`config.mk`:
```
export PLATFORM = sky130hd
export DESIGN_NAME = sbsn_ctrl
export DESIGN_NICKNAME = d
export VERILOG_FILES = /design/src/hw/rtl/sbsn_pkg.sv /design/src/hw/rtl/sbsn_ctrl.sv
export SDC_FILE = /design/constraint.sdc
export NUM_CORES = 1
export LEC_CHECK = 0
export BUFFER_PORTS_ARGS = -buffer_cell sky130_fd_sc_hd__buf_2
export CORE_UTILIZATION = 49
export CTS_CLUSTER_DIAMETER = 30
export DETAILED_ROUTE_END_ITERATION = 12
export PLACE_DENSITY = 0.84
export SLEW_MARGIN = 20
export SYNTH_ARGS = -nofsm -noshare
export SYNTH_HDL_FRONTEND = slang
export SYNTH_SLANG_ARGS = --single-unit
```
`constraint.sdc`:
```
create_clock -name clk -period 5.8 [get_ports clk]
set_clock_uncertainty 0.15 [all_clocks]
set_input_delay 0.29 -clock clk [delete_from_list [all_inputs] [get_ports clk]]
set_output_delay 0.29 -clock clk [all_outputs]
set_load 0.005 [all_outputs]
```
`src/hw/rtl/sbsn_pkg.sv`:
```
// Package for the spectrum bin sqrt/section normalize unit.
// Payload structs, controller states, command/status structs and constants.
// No dependencies.
`timescale 1ns / 1ps
`default_nettype none
package sbsn_pkg;

	localparam logic [1:0] ACT_ADD   = 2'd0;
	localparam logic [1:0] ACT_NORM  = 2'd1;
	localparam logic [1:0] ACT_READ  = 2'd2;
	localparam logic [1:0] ACT_CLEAR = 2'd3;

	localparam logic [1:0] REG_MIN_MZ    = 2'd0;
	localparam logic [1:0] REG_MAX_MZ    = 2'd1;
	localparam logic [1:0] REG_BIN_WIDTH = 2'd2;
	localparam logic [1:0] REG_SECTIONS  = 2'd3;

	localparam logic [15:0] FULL_SCALE = 16'd51200;
	localparam logic [19:0] RESET_MAX_MZ = 20'd512000;
	localparam logic [19:0] RESET_BIN_WIDTH = 20'd256;
	localparam logic [4:0] RESET_SECTIONS = 5'd10;

	typedef struct packed {
		logic [1:0]  action;
		logic [19:0] peak_mz;
		logic [31:0] peak_intensity;
		logic [10:0] bin_number;
	} sbsn_in_t;

	typedef struct packed {
		logic        result_kind;
		logic [19:0] bin_mz;
		logic [15:0] bin_value;
	} sbsn_out_t;

	typedef enum logic [3:0] {
		ST_IDLE,
		ST_NB_DIV,
		ST_DISPATCH,
		ST_SZ_DIV,
		ST_ADD_DIV,
		ST_ADD_SQRT,
		ST_ADD_RD,
		ST_ADD_WR,
		ST_CLEAR,
		ST_NORM_INIT,
		ST_NORM_SCAN,
		ST_RD_SEC,
		ST_RD_FETCH,
		ST_RD_DIV,
		ST_RESULT
	} sbsn_state_t;

	typedef enum logic [1:0] {
		DV_NB,
		DV_SZ,
		DV_IDX,
		DV_SEC
	} sbsn_div_sel_t;

	typedef enum logic [1:0] {
		RS_NORM,
		RS_READ_OOR,
		RS_READ_ZERO,
		RS_READ_VAL
	} sbsn_res_sel_t;

	typedef struct packed {
		logic          load_item;
		logic          div_start;
		sbsn_div_sel_t div_sel;
		logic          latch_nb;
		logic          latch_sz;
		logic          sqrt_start;
		logic          add_read;
		logic          add_write;
		logic          clr_start;
		logic          clr_step;
		logic          norm_start;
		logic          norm_step;
		logic          rd_fetch;
		logic          rd_div_start;
		logic          res_load;
		sbsn_res_sel_t res_sel;
		logic          set_flag;
		logic          clear_flag;
	} sbsn_cmd_t;

	typedef struct packed {
		logic [1:0] action;
		logic       div_busy;
		logic       sqrt_busy;
		logic       drop_add;
		logic       clr_done;
		logic       norm_done;
		logic       rd_oor;
		logic       norm_flag;
		logic       sz_zero;
		logic       out_full;
	} sbsn_stat_t;

endpackage
`default_nettype wire

```
`src/hw/rtl/sbsn_ctrl.sv`:
```
// Controller state machine for the spectrum bin normalize unit.
// Depends on sbsn_pkg; drives datapath commands from datapath status.
`timescale 1ns / 1ps
`default_nettype none
module sbsn_ctrl import sbsn_pkg::*; (
	input  wire logic       clk,
	input  wire logic       arst_n,
	input  wire logic       in_valid,
	output logic            in_stall,
	input  wire sbsn_stat_t stat,
	output sbsn_cmd_t       cmd
);

	sbsn_state_t state_q, state_d;

	// reset starts with a sweep that zeroes the bin store
	always_ff @(posedge clk or negedge arst_n) begin
		if (!arst_n) begin
			state_q <= ST_CLEAR;
		end else begin
			state_q <= state_d;
		end
	end

	always_comb begin
		state_d = state_q;
		cmd = '0;
		in_stall = 1'b1;
		unique case (state_q)
			ST_IDLE: begin
				in_stall = 1'b0;
				if (in_valid) begin
					cmd.load_item = 1'b1;
					cmd.div_start = 1'b1;
					cmd.div_sel = DV_NB;
					state_d = ST_NB_DIV;
				end
			end
			ST_NB_DIV: begin
				if (!stat.div_busy) begin
					cmd.latch_nb = 1'b1;
					state_d = ST_DISPATCH;
				end
			end
			ST_DISPATCH: begin
				unique case (stat.action)
					ACT_ADD: begin
						if (stat.drop_add) begin
							state_d = ST_IDLE;
						end else begin
							cmd.div_start = 1'b1;
							cmd.div_sel = DV_IDX;
							cmd.sqrt_start = 1'b1;
							state_d = ST_ADD_DIV;
						end
					end
					ACT_CLEAR: begin
						cmd.clr_start = 1'b1;
						cmd.clear_flag = 1'b1;
						state_d = ST_CLEAR;
					end
					default: begin
						cmd.div_start = 1'b1;
						cmd.div_sel = DV_SZ;
						state_d = ST_SZ_DIV;
					end
				endcase
			end
			ST_SZ_DIV: begin
				if (!stat.div_busy) begin
					cmd.latch_sz = 1'b1;
					if (stat.action == ACT_NORM) begin
						state_d = ST_NORM_INIT;
					end else begin
						state_d = ST_RD_SEC;
					end
				end
			end
			ST_ADD_DIV: begin
				if (!stat.div_busy) begin
					state_d = ST_ADD_SQRT;
				end
			end
			ST_ADD_SQRT: begin
				if (stat.drop_add) begin
					state_d = ST_IDLE;
				end else if (!stat.sqrt_busy) begin
					cmd.add_read = 1'b1;
					state_d = ST_ADD_RD;
				end
			end
			ST_ADD_RD: begin
				cmd.add_read = 1'b1;
				state_d = ST_ADD_WR;
			end
			ST_ADD_WR: begin
				cmd.add_write = 1'b1;
				state_d = ST_IDLE;
			end
			ST_CLEAR: begin
				cmd.clr_step = 1'b1;
				if (stat.clr_done) begin
					state_d = ST_IDLE;
				end
			end
			ST_NORM_INIT: begin
				cmd.norm_start = 1'b1;
				state_d = ST_NORM_SCAN;
			end
			ST_NORM_SCAN: begin
				cmd.norm_step = 1'b1;
				if (stat.norm_done) begin
					cmd.set_flag = 1'b1;
					state_d = ST_RESULT;
				end
			end
			ST_RD_SEC: begin
				if (stat.rd_oor) begin
					state_d = ST_RESULT;
				end else if (stat.sz_zero) begin
					cmd.rd_fetch = 1'b1;
					state_d = ST_RD_FETCH;
				end else begin
					cmd.div_start = 1'b1;
					cmd.div_sel = DV_SEC;
					state_d = ST_RD_FETCH;
				end
			end
			ST_RD_FETCH: begin
				if (!stat.div_busy) begin
					cmd.rd_fetch = 1'b1;
					state_d = ST_RD_DIV;
				end
			end
			ST_RD_DIV: begin
				cmd.rd_div_start = 1'b1;
				state_d = ST_RESULT;
			end
			ST_RESULT: begin
				if (!stat.out_full && !stat.div_busy) begin
					cmd.res_load = 1'b1;
					if (stat.action == ACT_NORM) begin
						cmd.res_sel = RS_NORM;
					end else if (stat.rd_oor) begin
						cmd.res_sel = RS_READ_OOR;
					end else if (!stat.norm_flag) begin
						cmd.res_sel = RS_READ_ZERO;
					end else begin
						cmd.res_sel = RS_READ_VAL;
					end
					state_d = ST_IDLE;
				end
			end
			default: state_d = ST_IDLE;
		endcase
	end

	a_stall_busy: assert property (@(posedge clk) disable iff (!arst_n)
		(state_q != ST_IDLE) |-> in_stall)
		else $error("input taken while busy");
	a_one_op: assert property (@(posedge clk) disable iff (!arst_n)
		$onehot0({cmd.add_write, cmd.clr_step, cmd.norm_step, cmd.res_load}))
		else $error("conflicting datapath commands");
	a_res_ret: assert property (@(posedge clk) disable iff (!arst_n)
		cmd.res_load |=> (state_q == ST_IDLE))
		else $error("result load not followed by idle");

endmodule
`default_nettype wire

```
==> reports/qor.csv <==
stage,metric,value,unit
synthesis,synth_top_flop_cell,dfrtp_1,
critical_path,cp.depth,4,
synthesis,synth_cell_types,43,
synthesis,synthCells,96,
die,io_pins,35,
final_layout,largest_reg_flops,4,
final_layout,final_common_cell,buf_2,
flow_run,max-cap-violations,0,
placed_design,gp_congestion,0.927,
grt,grt_pass1_wl,2.97,mm
grt,grt.overflow.total,0,
die,start_util,54.2,%
outcome,status,completed,
synthesis,synth_top_family_by_area,simple AND/OR/NAND/NOR gates,
synthesis,synth_adder_area_share,6.92,%
synthesis,synth_seq_area_share,14.0,%
critical_path,worstPathMaxFanout,22,
clocking,cts_tree,built,
clocking,clock_latency,250,ps
grt,grt_usage,27.3,%
critical_path,cp_slowest_stage_delay,630,ps
drt,drt-total-wl,2.01,mm
synthesis,syn_area,723,sq um
timing,layout_setup_ws,3400,ps
critical_path,crit_family,simple AND/OR/NAND/NOR gates,
placed_design,port_buffers,34,
synthesis,synth_compound_area_share,27.7,%
clocking,clk_pin_slew_worst_paths,40,ps
clocking,cts_buffers,3,
drt,num_vias,872,
drt,drc,0,
drt,vias_per_cell,6.14,
synthesis,avgSynthCellArea,7.53,sq um
final_layout,fin_nets,146,
synthesis,yosys.area_share.simple,39.4,%
timing,fin_crit_sh,41.3,%
critical_path,worstReg2RegEnd,state_q[0]$_DFFE_PN0P_,
critical_path,cp.required,5360,ps
critical_path,regToRegStartpoint,state_q[2]$_DFFE_PN0P_,
clocking,clkSinkCount,4,
die,die_area,0.00163,sq mm
power_and_ir_drop,p_leak,0.470,nW
die,core,0.00133,sq mm
timing,min_period,2400,ps
drt,drtIter0Drc,54,
final_layout,antennaDiodeCount,0,
timing,tightestPinTransition,707,ps
synthesis,synth-seq-cells,4,
power_and_ir_drop,power_density,441,mW/mm^2
timing,max_slew_margin,52.9,%
placed_design,dpl_worst_slack,3620,ps
clocking,htreeDepth,1,
critical_path,rrSetupSlack,3560,ps
critical_path,cp-end-kind,output port,
clocking,post-cts-setup-buffers,0,
placed_design,hpwl,1.50,mm
die,die_h,40.4,um
final_layout,areaGrowthSynthToFinish,25.1,%
drt,wl_per_cell,14.1,um
die,rows,13,
synthesis,yosys_warnings,0,
grt,grt_max_degree,23,
critical_path,path_class,flip-flop to output port,
final_layout,top_register,state_q,
clocking,ctsResizeCount,0,
critical_path,cp.arrival,1960,ps
critical_path,slowest_stage,dfrtp_1,
synthesis,synthMuxAreaShare,2.77,%
critical_path,path_cells,"nand2b_1, nor4_1, nand2b_1, buf_2",
critical_path,path_buf_inv,1,
timing,clock.fmax,0.418,GHz
timing,setup-violations-final,0,
grt,grt_pass1_vias,684,
drt,ant_nets,0,
synthesis,syn_nets,114,
clocking,clockBufferDepth,2,
timing,rsz0062_at_grt,false,
hold_path,min_path_type,input port to async pin,
drt,firstDrtPassIters,4,
critical_path,r2r_cells,4,
timing,hold_viol,0,
final_layout,drive_above_1_share,33.9,%
final_layout,reg_top3,state_q (4),
final_layout,postLayoutCoreUtil,67.8,%
timing,tns,0,ps
synthesis,synth_xor_area_share,0,%
clocking,cts_root_buffer,clkbuf_4,
critical_path,crit_path_frequent_cell,nand2b_1,
synthesis,synth_edf_count,0,
timing,maxSlewViolCount,0,
critical_path,crit_end,cmd[17],
synthesis,async_reset_ff_share,100,%
critical_path,cp-start-kind,flip-flop,
die,dieWidth,40.4,um
critical_path,startpoint,state_q[2]$_DFFE_PN0P_,
grt,antenna_found_initial,0,
final_layout,layout_common_cells,"buf_2 (34), nor2_1 (11), nand2_1 (7)",
power_and_ir_drop,peakVddDrop,0.213,mV
[how the worst min path moves through the flow]
stage / startpoint / to / slack (ps)
2_1_floorplan: arst_n / state_q[0]$_DFFE_PN0P_ / -160
5_1_grt: arst_n / state_q[0]$_DFFE_PN0P_ / 250
3_5_place_dp: arst_n / state_q[2]$_DFFE_PN0P_ / -60
3_3_place_gp: arst_n / state_q[1]$_DFFE_PN0P_ / -60
4_1_cts: arst_n / state_q[0]$_DFFE_PN0P_ / 240
6_report: arst_n / state_q[0]$_DFFE_PN0P_ / 240
[Yosys cell counts, drive strengths merged, types with 3 or more instances]
| cell | number | share of area, % |
|---|---|---|
| nand2 | 7 | 3.6 |
| nor3 | 5 | 3.5 |
| o21ai | 3 | 2.1 |
| buf | 4 | 3.8 |
| inv | 6 | 3.1 |
| clkbuf | 4 | 2.2 |
| a21oi | 4 | 2.8 |
| ha | 4 | 6.9 |
| dfrtp | 3 | 10 |
| nor2 | 11 | 5.7 |
| nand2b | 5 | 4.3 |
| nor4 | 5 | 4.3 |
[where the power goes]
part	internal (W)	switching [W]	leakage (nW)	total, W
logic	0.000121	0.000123	0.408	0.000244
clock network	0.0000260	0.0000141	0.0150	0.0000401
registers	0.0000456	0.0000695	0.0469	0.000115
[layer usage]
layer	track usage [%]	share of wire, %	vias up	wire length (um)
li1	-	-	414	-
met1	34.1	41	406	827
met2	46.0	49	48	981
met3	5.00	7.9	4	158
met4	10.0	2.0	0	40
met5	0	0	-	0
[timing repair]
action	CTS	global route
hold buffers	1	0
endpoints found under the hold margin	4	0
endpoints found under the setup margin	0	0
[cell families (layout without fill, tap and decap cells)]
group,Yosys count,after routing
muxes,2,2
and+or+nand+nor,49,49
buffers and inverters,14,45
AOI/OAI and AO/OA,23,23
adders and majority gates,4,4
DFF,4,4
[final cells by class]
class,instances,area [sq um]
well taps,15,18.8
clock buffers,4,26.3
multi-input cells,78,556
fillers,119,429
flip-flops and latches,4,101
inverters,6,22.5
repair buffers,35,180
[metrics by stage]
step | total power, W | hold WS (ps) | cells | cell area, sq um
finish | 0.000399 | 236 | 142 | 905
global route | 0.000431 | 250 | 142 | 905
CTS | 0.000394 | 237 | 142 | 905
detailed placement | 0.000353 | -55.5 | 137 | 868
global placement | 0.000345 | -57.1 | 137 | 868
floorplan | 0.000298 | -156 | 96 | 723
(Power assumes the default switching activity.)
